### src/hdl/spcb_pkg.sv
// shared constants and exp table for the softmax palette blend
`default_nettype none
package spcb_pkg;

  localparam int unsigned WeightW  = 16;
  localparam int unsigned ColorW   = 24;
  localparam int unsigned ExpW     = 17;
  localparam int unsigned AccW     = 25;
  localparam int unsigned DiffBits = 15;
  localparam int unsigned SumW     = 21;
  localparam int unsigned ChanSumW = 28;
  localparam logic [AccW-1:0] ExpOneQ24 = 25'd16777216;
  localparam logic [SumW-1:0] SumLimit  = 21'd1310720;

  localparam logic [2:0] RegTypes = 3'd0;
  localparam logic [2:0] RegPal0  = 3'd1;
  localparam logic [2:0] RegPal1  = 3'd2;
  localparam logic [2:0] RegPal2  = 3'd3;
  localparam logic [2:0] RegPal3  = 3'd4;

  function automatic logic [23:0] exp_bit(input logic [3:0] k);
    logic [23:0] c;
    unique case (k)
      4'd0:    c = 24'd16766979;
      4'd1:    c = 24'd16756748;
      4'd2:    c = 24'd16736306;
      4'd3:    c = 24'd16695496;
      4'd4:    c = 24'd16614173;
      4'd5:    c = 24'd16452715;
      4'd6:    c = 24'd16134491;
      4'd7:    c = 24'd15516388;
      4'd8:    c = 24'd14350313;
      4'd9:    c = 24'd12274473;
      4'd10:   c = 24'd8980197;
      4'd11:   c = 24'd4806753;
      4'd12:   c = 24'd1377158;
      4'd13:   c = 24'd113044;
      4'd14:   c = 24'd762;
      default: c = 24'd0;
    endcase
    return c;
  endfunction

endpackage
`default_nettype wire

### src/hdl/spcb_div_cell.sv
// one restoring-division cell: resolves one quotient bit for three channels
`default_nettype none
module spcb_div_cell #(
  parameter int unsigned Bit = 0
) (
  input  wire                               clk_i,
  input  wire  [2:0][spcb_pkg::ChanSumW-1:0] rem_i,
  input  wire  [2:0][7:0]                   quo_i,
  input  wire  [spcb_pkg::SumW-1:0]         den_i,
  output logic [2:0][spcb_pkg::ChanSumW-1:0] rem_o,
  output logic [2:0][7:0]                   quo_o,
  output logic [spcb_pkg::SumW-1:0]         den_o
);
  logic [2:0][spcb_pkg::ChanSumW-1:0] rem_d;
  logic [2:0][7:0] quo_d;
  logic [spcb_pkg::ChanSumW+7:0] sh;

  always_comb begin
    sh = ({8'd0, spcb_pkg::ChanSumW'(den_i)}) << Bit;
    for (int c = 0; c < 3; c++) begin
      rem_d[c] = rem_i[c];
      quo_d[c] = quo_i[c];
      if ({8'd0, rem_i[c]} >= sh) begin
        rem_d[c]      = rem_i[c] - sh[spcb_pkg::ChanSumW-1:0];
        quo_d[c][Bit] = 1'b1;
      end
    end
  end

  always_ff @(posedge clk_i) begin
    rem_o <= rem_d;
    quo_o <= quo_d;
    den_o <= den_i;
  end
endmodule
`default_nettype wire

### config.mk
export PLATFORM = sky130hd
export DESIGN_NAME = spcb_div_cell
export DESIGN_NICKNAME = d
export VERILOG_FILES = /design/src/hdl/spcb_pkg.sv /design/src/hdl/spcb_div_cell.sv
export SDC_FILE = /design/constraint.sdc
export NUM_CORES = 1
export LEC_CHECK = 0
export BUFFER_PORTS_ARGS = -buffer_cell sky130_fd_sc_hd__buf_2
export CAP_MARGIN = 40
export CORE_AREA = 2 2 124 126
export CTS_CLUSTER_DIAMETER = 50
export DETAILED_ROUTE_END_ITERATION = 16
export DIE_AREA = 0 0 126 128
export GPL_TIMING_DRIVEN = 0
export PLACE_DENSITY = 0.9
export SYNTH_ARGS = -nofsm -noshare
export SYNTH_HDL_FRONTEND = slang
export SYNTH_SLANG_ARGS = --single-unit
### constraint.sdc
create_clock -name clk_i -period 3.1 [get_ports clk_i]
set_input_delay 0.31 -clock clk_i [delete_from_list [all_inputs] [get_ports clk_i]]
set_output_delay 0.31 -clock clk_i [all_outputs]
set_load 0.01 [all_outputs]
==> results.py, run 1 <==
metrics = {
    "run_status": {
        "status": "finished clean",
    },
    "yosys": {
        "synth_flop_cell": "dfxtp_1",
        "yosys_register_bits": 129,
        "yosysTopAreaCell": "dfxtp_1",
        "synth-seq-area-share": 0.3557,
        "synth_edf_count": 0,
        "yosys_warnings": 0,
        "ys_types": 68,
        "async_flop_share": 0,
        "synth_top_area_frac": 0.3557,
        "syn_area_um2": 7259,
        "syn-mean-instance-area_um2": 8.725,
        "synth.net_count": 1028,
        "synth_cells": 832,
        "synthTopCellsByArea": "dfxtp_1 36%, ha_1 11%, xnor2_1 5.4%",
    },
    "floorplan": {
        "die_w_um": 126,
        "rows": 45,
        "core-area_um2": 14860,
        "dieHeight_um": 128,
        "initial_utilization": 0.4884,
        "ios": 259,
        "die-area_um2": 16130,
    },
    "finish": {
        "drive_gt1_frac": 0.2847,
        "num-nets-final": 1335,
        "areaGrowthSynthToFinish_pct": 34.06,
    },
    "grt": {
        "antenna_found_initial": 4,
        "grt_pass1_wl_um": 35520,
        "grt_pass1_vias": 7341,
        "grt_usage": 0.2761,
        "grt_max_degree": 17,
        "grt-ovfl-total": 0,
    },
    "power": {
        "finalPower_w": 0.005509,
        "power.net_switching_w": 0.001751,
        "powerDensity_nw_per_um2": 566.1,
        "combinationalPowerShare": 0.264,
        "ir_worst_vdd_v": 0.0003780,
        "internal_power_w": 0.003758,
        "clkPwrFrac": 0.381,
        "switching_share": 0.3178,
        "leakagePower_nw": 4.586,
        "seq_power_share": 0.355,
    },
    "sta": {
        "fin_ws_ns": 0.1097,
        "relSlewSlack": 0.5747,
        "worst_pin_slew_ns": 0.6313,
        "max_freq_mhz": 334.4,
        "rsz0062_at_grt": "false",
        "timing.final.max_slew_violations": 0,
        "setup_violations": 0,
        "hold_viol_final": 0,
        "min_period_ns": 2.990,
        "fin_crit_sh": 0.9646,
    },
    "worst_setup_path": {
        "critPathSlowestCell": "or4_1",
        "path_common_cell": "buf_2",
        "path_cells": "dlygate4sd3_1 > buf_2 > inv_1 > ha_1 > or4_1 > o22a_1 > o21bai_1 > nand2_2 > buf_2 > or2_2",
        "worst_ep_required_time_ns": 3.41,
        "path_class": "in -> reg",
        "worst-path-buf-inv": 4,
        "cp-start-kind": "input pin",
        "max_stage_delay_ns": 0.57,
        "critPathMaxFanout": 10,
        "critPathArrivalTime_ns": 3.30,
        "cp_top_family": "simple AND/OR/NAND/NOR gates",
        "cp-end-kind": "register",
    },
    "placed_design": {
        "port_buffers": 258,
        "place_congestion": 0.9577,
        "hpwlAfterDp_um": 17430,
        "dp_slack_ns": -0.08013,
    },
    "clocking": {
        "cts_buffers": 17,
        "cts_buffer_depth": 2,
        "cts_htree_levels": 4,
        "clock-sinks": 129,
        "cts_setup_buffers": 0,
        "cts_tree": "done",
        "clock-root-buffer": "clkbuf_16",
        "path_clk_slew_ns": 0.07,
    },
    "drt": {
        "vias_per_cell": 5.598,
        "drt_iter0_markers": 446,
        "drc": 0,
        "finalWirelength_um": 22890,
        "wl_per_cell_um": 17.05,
        "route.vias.total": 7512,
        "first_pass_iters": 5,
        "ant_nets": 0,
    },
    "run": {
        "max_cap_viol_count": 0,
    },
    "min_path": {
        "hp-class": "in -> reg",
    },
}
==> registers in the layout (all words and copies together), names as in the netlist <==
register	flops
den_o	21
rem_o	84
quo_o	24
==> metal layers <==
metal,vias up,global-route usage,wire [um],part of all wire
li1,3617,-,-,-
met1,3482,0.3125,8826,0.39
met2,350,0.4915,11400,0.50
met3,59,0.07179,1951,0.085
met4,4,0.1196,674,0.029
met5,-,0,31,0.0014
==> logic make-up after synthesis <==
logic type               share of synthesized area
buffers and inverters                      0.03533
AND/OR/NAND/NOR                             0.1756
multiplexers                               0.01344
adder cells (fa/ha/maj)                     0.1169
flip-flops                                  0.3557
XOR/XNOR                                   0.08445
AO/OA/AOI/OAI                               0.2185
==> final timing paths <==
path	from	to	slack, ns	cells after the start
worst max-delay path	den_i[6]	quo_o[0]	0.11	10
worst min-delay path	den_i[5]	den_o[5]	0.003	1
==> per-stage QoR <==
stage / std cells / utilization / area, um2 / setup TNS [ns] / hold slack (ns)
5_1_grt: 1341 / 0.6545 / 9729 / 0 / -0.00008765
3_5_place_dp: 1278 / 0.5911 / 8786 / -0.6814 / 0.4140
6_report: 1342 / 0.6547 / 9732 / 0 / 0.003136
3_3_place_gp: 1278 / 0.5911 / 8786 / -0.007110 / 0.4122
2_1_floorplan: 832 / - / 7259 / 0 / 0.3377
4_1_cts: 1338 / 0.6516 / 9686 / 0 / 0.000004774
==> cell usage in the layout, fill, tap and decap left out, types with 9 or more instances in the layout <==
cell / n
clkbuf_1: 12
inv_1: 36
xor2_1: 25
a31oi_1: 11
clkbuf_16: 17
nor3_1: 15
xnor2_1: 45
dlygate4sd3_1: 30
a21o_1: 31
a21oi_1: 68
nand4_1: 16
dfxtp_1: 129
buf_2: 262
nor2_1: 61
o21ai_1: 20
nor2b_1: 9
ha_1: 63
nand3_1: 24
nand2_1: 69
o21ai_0: 40
nand2b_1: 12
==> layout make-up <==
type / instances / area, um2
buffer: 25 / 127.6
clock buffer: 17 / 425.4
antenna: 2 / 5.005
fill: 1191 / 5132
sequential: 129 / 2582
multi-input combinational: 642 / 4436
tap: 188 / 235.2
timing repair buffer: 288 / 1592
inverter: 36 / 135.1
clock inverter: 15 / 193.9
==> synth_stat cells (12+ instances only) <==
cell type,count
nor3_1,15
ha_1,63
dfxtp_1,129
a21oi_1,69
xnor2_1,45
nand2_1,70
inv_1,36
nand2b_1,12
nand3_1,24
o21ai_1,20
nand4_1,16
xor2_1,25
a21o_1,31
nor2_1,61
o21ai_0,40
clkbuf_1,18
==> what timing repair did <==
action	in CTS	in global routing
setup endpoints to repair	0	39
endpoints found under the hold margin	28	2
resized for setup	0	14
hold buffers	28	2
==> power by group through the flow <==
stage / sequential, W / combinational (W) / clock (W)
after global routing: 0.00197 / 0.00158 / 0.00220
after global placement: 0.00198 / 0.00136 / 0
after detailed placement: 0.00199 / 0.00139 / 0
final: 0.00196 / 0.00145 / 0.00210
after CTS: 0.00196 / 0.00143 / 0.00212
after floorplan: 0.00212 / 0.000731 / 0
Power figures use the tool's default switching activity.
==> inputs of run 2 (changes only) <==
--- a/config.mk
+++ b/config.mk
@@ -7,10 +7,10 @@
 export LEC_CHECK = 0
 export BUFFER_PORTS_ARGS = -buffer_cell sky130_fd_sc_hd__buf_2
 export CAP_MARGIN = 40
-export CORE_AREA = 2 2 124 126
+export CORE_AREA = 2 2 174 91
 export CTS_CLUSTER_DIAMETER = 50
 export DETAILED_ROUTE_END_ITERATION = 16
-export DIE_AREA = 0 0 126 128
+export DIE_AREA = 0 0 176 93
 export GPL_TIMING_DRIVEN = 0
 export PLACE_DENSITY = 0.9
 export SYNTH_ARGS = -nofsm -noshare
==> run 2 against run 1 <==
Effect of this change: non-clock buffer count is 7 higher; power up 0.70%; global-route usage increased by 1.9 points; routed wire length up 7.5%; combinational power rose by 3%; final cell count increased by 1.6%; largest cell class unchanged; worst setup slack better by 0.031 ns; via count up 1.4%; die area is 1.5% higher; clock power about the same; design area rose by 1.1%; count of clock-buffer cells in the layout unchanged.
==> results.py, run 2 (same netlist as run 1, synthesis figures left out) <==
metrics = {
    "sta": {
        "relSlewSlack": 0.6288,
        "timing.final.max_slew_violations": 0,
        "setup_violations": 0,
        "fin_crit_sh": 0.9548,
        "max_freq_mhz": 337.9,
        "rsz0062_at_grt": "false",
        "hold_viol_final": 0,
        "min_period_ns": 2.960,
        "worst_pin_slew_ns": 0.5499,
        "finalSetupTns_ns": 0,
    },
    "floorplan": {
        "ios": 259,
        "core-area_um2": 14930,
        "die_w_um": 176,
        "initial_utilization": 0.4861,
        "rows": 32,
        "dieHeight_um": 93,
        "die-area_um2": 16370,
    },
    "clocking": {
        "cts_tree": "done",
        "cts_htree_levels": 4,
        "path_clk_slew_ns": 0.07,
        "clock-sinks": 129,
        "cts_setup_buffers": 0,
        "clock-root-buffer": "clkbuf_16",
        "cts_buffer_depth": 2,
        "cts_buffers": 17,
    },
    "placed_design": {
        "hpwlAfterDp_um": 18770,
        "place_congestion": 0.9880,
        "port_buffers": 258,
    },
    "finish": {
        "drive_gt1_frac": 0.2899,
        "largest_reg_flops": 84,
        "final_core_util": 0.6591,
        "largest-register": "rem_o",
        "mostFrequentLayoutCells": "262 x buf_2, 129 x dfxtp_1, 69 x nand2_1, 68 x a21oi_1, 62 x ha_1",
        "top_regs": "rem_o x84, quo_o x24, den_o x21",
        "layout_commonest_cell": "buf_2",
        "num-nets-final": 1342,
        "areaGrowthSynthToFinish_pct": 35.59,
        "antenna_cells": 0,
    },
    "worst_setup_path": {
        "critPathMaxFanout": 8,
        "cp-end-kind": "register",
        "critPathArrivalTime_ns": 3.25,
        "path_class": "in -> reg",
        "worst_ep_required_time_ns": 3.39,
        "cp-start-kind": "input pin",
    },
    "grt": {
        "grt_max_degree": 17,
        "grt_usage": 0.2950,
        "grt_pass1_vias": 7074,
        "antenna_found_initial": 0,
        "grt-ovfl-total": 0,
        "grt_pass1_wl_um": 37230,
    },
    "min_path": {
        "hp-class": "in -> reg",
    },
    "drt": {
        "vias_per_cell": 5.589,
        "wl_per_cell_um": 18.05,
        "drc": 0,
        "ant_nets": 0,
        "finalWirelength_um": 24610,
        "route.vias.total": 7618,
        "first_pass_iters": 6,
        "drt_iter0_markers": 610,
    },
    "run": {
        "max_cap_viol_count": 0,
    },
    "run_status": {
        "status": "finished clean",
    },
    "power": {
        "leakagePower_nw": 4.608,
        "powerDensity_nw_per_um2": 563.6,
        "ir_worst_vdd_v": 0.0003725,
    },
}
[run 2: cell types whose count changed in the layout (fill, tap and decap cells not counted), moves of 2 or more]
cell,delta
inv_8,-6
dlygate4sd3_1,+7
clkinv_2,+3
clkinv_4,+4
diode_2,-2
[run 2: routing by layer]
layer  track usage  share of wire
met5             0              0
met4       0.07989          0.018
met2        0.4606           0.43
met3       0.09187           0.11
met1        0.3956           0.44
[run 2: path summary, 6_finish.rpt]
path | startpoint | end | slack, ns | depth (start not counted)
setup / recovery | den_i[3] | rem_o[81] | 0.14 | 12
hold / removal | den_i[13] | den_o[13] | 0.01 | 1
[run 2: report_power, final]
group          internal, W  switching, W
clock              0.00127      0.000817
sequential         0.00190     0.0000667
combinational     0.000641      0.000853
total              0.00381       0.00174
[run 2: worst max-delay path, stage by stage]
cell,delay [ns]
dlygate4sd3_1,0.52
buf_2,0.11
inv_1,0.10
ha_2,0.41
nor2_1,0.07
a211oi_2,0.33
o2111ai_2,0.23
o211ai_1,0.35
a31oi_4,0.22
nor2_2,0.19
o311ai_0,0.23
xnor2_1,0.18
[run 2: area by class of cell]
type,instances,area (um2)
buffer,25,127.6
clock buffer,17,425.4
clock inverter,15,182.7
fill,1228,5091
inverter,36,135.1
multi-input combinational,642,4473
sequential,129,2582
tap,204,255.2
timing repair buffer,295,1662
[run 2: what timing repair did]
item	4_1_cts	5_1_grt
hold buffers	37	0
endpoints found under the hold margin	37	0
resized for setup	0	23
setup endpoints to repair	0	56
[run 2: metrics by stage]
step | hold slack [ns] | setup slack, ns | total power (W) | area, um2 | cells
after floorplan | 0.3377 | 0.4304 | 0.002851 | 7259 | 832
after global placement | 0.4123 | -0.1749 | 0.003366 | 8806 | 1294
after detailed placement | 0.4139 | -0.2290 | 0.003401 | 8806 | 1294
after CTS | 0.006284 | 0.03891 | 0.005523 | 9784 | 1363
after global routing | 0.007105 | 0.01489 | 0.005794 | 9843 | 1363
final | 0.01429 | 0.1402 | 0.005547 | 9843 | 1363
==> inputs of run 3 (changes only) <==
--- a/config.mk
+++ b/config.mk
@@ -7,11 +7,12 @@
 export LEC_CHECK = 0
 export BUFFER_PORTS_ARGS = -buffer_cell sky130_fd_sc_hd__buf_2
 export CAP_MARGIN = 40
-export CORE_AREA = 2 2 174 91
+export CORE_AREA = 2 2 124 126
 export CTS_CLUSTER_DIAMETER = 50
 export DETAILED_ROUTE_END_ITERATION = 16
-export DIE_AREA = 0 0 176 93
+export DIE_AREA = 0 0 126 128
 export GPL_TIMING_DRIVEN = 0
+export HOLD_SLACK_MARGIN = 0.12
 export PLACE_DENSITY = 0.9
 export SYNTH_ARGS = -nofsm -noshare
 export SYNTH_HDL_FRONTEND = slang
==> run 3 against run 2 <==
Effect of this change: routed wire length barely moved; largest cell class unchanged; first-iteration DRC count fell by 8.4%; via count rose by 3.4%; hold slack improved by 0.12 ns; die area fell by 1.5%; count of clock-buffer cells in the layout did not move.
==> results.py, run 3 (same netlist as run 1, synthesis figures left out) <==
metrics = {
    "floorplan": {
        "die-area_um2": 16130,
        "die_w_um": 126,
        "initial_utilization": 0.4884,
        "rows": 45,
        "dieHeight_um": 128,
        "ios": 259,
        "core-area_um2": 14860,
    },
    "power": {
        "powerDensity_nw_per_um2": 549.4,
        "leakagePower_nw": 4.759,
        "ir_worst_vdd_v": 0.0003738,
    },
    "finish": {
        "areaGrowthSynthToFinish_pct": 40.04,
        "drive_gt1_frac": 0.2794,
        "mostFrequentLayoutCells": "262 x buf_2, 129 x dfxtp_1, 71 x dlygate4sd3_1, 69 x nand2_1, 68 x a21oi_1",
        "num-nets-final": 1375,
        "n_fill_cell": 1131,
        "largest-register": "rem_o",
        "layout_commonest_cell": "buf_2",
        "top_regs": "rem_o x84, quo_o x24, den_o x21",
        "seqCellArea_um2": 2582,
        "largest_reg_flops": 84,
        "multi_input_comb_area_um2": 4457,
    },
    "worst_setup_path": {
        "worst-path-buf-inv": 3,
        "cp_top_family": "compound AO/OA/AOI/OAI gates",
        "cp-start-kind": "input pin",
        "cp-end-kind": "register",
        "critPathArrivalTime_ns": 3.31,
        "max_stage_delay_ns": 0.54,
        "critPathSlowestCell": "dlygate4sd3_1",
        "crit_start": "den_i[3]",
        "critPathMaxFanout": 8,
        "path_class": "in -> reg",
        "worst_ep_required_time_ns": 3.42,
        "path_cells": "dlygate4sd3_1 > buf_2 > inv_1 > ha_1 > nor2_1 > a211oi_2 > o2111ai_2 > o211ai_1 > a31oi_4 > a2111oi_4 > nand4_1 > xnor2_1",
    },
    "run_status": {
        "status": "finished clean",
    },
    "drt": {
        "first_pass_iters": 6,
        "vias_per_cell": 5.694,
        "finalWirelength_um": 24590,
        "drt_iter0_markers": 559,
        "drc": 0,
        "route.vias.total": 7880,
        "ant_nets": 0,
        "wl_per_cell_um": 17.76,
    },
    "clocking": {
        "path_clk_slew_ns": 0.06,
        "clock-sinks": 129,
        "cts_tree": "done",
        "cts_htree_levels": 4,
        "cts_buffer_depth": 2,
        "cts_buffers": 17,
        "clock-root-buffer": "clkbuf_16",
        "cts_setup_buffers": 0,
    },
    "sta": {
        "finalSetupTns_ns": 0,
        "worst_pin_slew_ns": 0.6448,
        "fin_crit_sh": 0.9657,
        "max_freq_mhz": 334.0,
        "rsz0062_at_grt": "true",
        "setup_violations": 0,
        "min_period_ns": 2.994,
        "whs_ns": 0.1294,
        "relSlewSlack": 0.5656,
        "hold_viol_final": 0,
        "timing.final.max_slew_violations": 0,
    },
    "placed_design": {
        "hpwlAfterDp_um": 17430,
        "place_congestion": 0.9577,
        "port_buffers": 258,
    },
    "run": {
        "max_cap_viol_count": 0,
    },
    "grt": {
        "grt_usage": 0.2984,
        "antenna_found_initial": 5,
        "grt_max_degree": 17,
        "grt_pass1_vias": 7815,
        "grt_pass1_wl_um": 38320,
        "grt-ovfl-total": 0,
    },
    "min_path": {
        "min_from": "rem_i[48]",
        "hp-class": "in -> reg",
    },
}
## run 3: path summary, 6_finish.rpt
check / to / slack (ns) / cells after the start
worst max-delay path: rem_o[83] / 0.11 / 12
worst min-delay path: rem_o[48] / 0.13 / 2
## run 3: stage by stage
stage / setup WS (ns) / power [W] / instance area, um2 / std cells / utilization
after floorplan: 0.4304 / 0.002851 / 7259 / 832 / -
after CTS: 0.02166 / 0.005547 / 10120 / 1381 / 0.6806
final: 0.1063 / 0.005585 / 10170 / 1384 / 0.6839
after detailed placement: -0.08013 / 0.003376 / 8786 / 1278 / 0.5911
after global routing: 0.01720 / 0.005839 / 10160 / 1383 / 0.6838
after global placement: -0.007110 / 0.003341 / 8786 / 1278 / 0.5911
## run 3: what timing repair did
item / CTS / global route
endpoints found under the setup margin: 0 / 62
gates resized for setup: 0 / 20
hold buffers: 71 / 0
endpoints found under the hold margin: 71 / 0
## run 3: where the power goes
group	total [W]	switching, W	internal, W
sequential	0.00196	0.0000643	0.00190
combinational	0.00152	0.000850	0.000667
clock	0.00211	0.000876	0.00123
## run 3: area by class of cell
type | count | share of cell area
Clock inverter | 15 | 0.01908
Clock buffer | 17 | 0.04185
Timing Repair Buffer | 329 | 0.1969
Tap cell | 188 | 0.02314
Inverter | 36 | 0.01329
Buffer | 24 | 0.01231
Sequential cell | 129 | 0.2540
Antenna cell | 4 | 0.0009846
Multi-Input combinational cell | 642 | 0.4384
## run 3: metal layers
| layer | global-route usage | vias to the layer above | share of wire |
|---|---|---|---|
| li1 | - | 3701 | - |
| met3 | 0.07805 | 85 | 0.085 |
| met2 | 0.5414 | 440 | 0.51 |
| met1 | 0.3251 | 3652 | 0.37 |
| met5 | 0 | - | 0.00069 |
| met4 | 0.1390 | 2 | 0.037 |
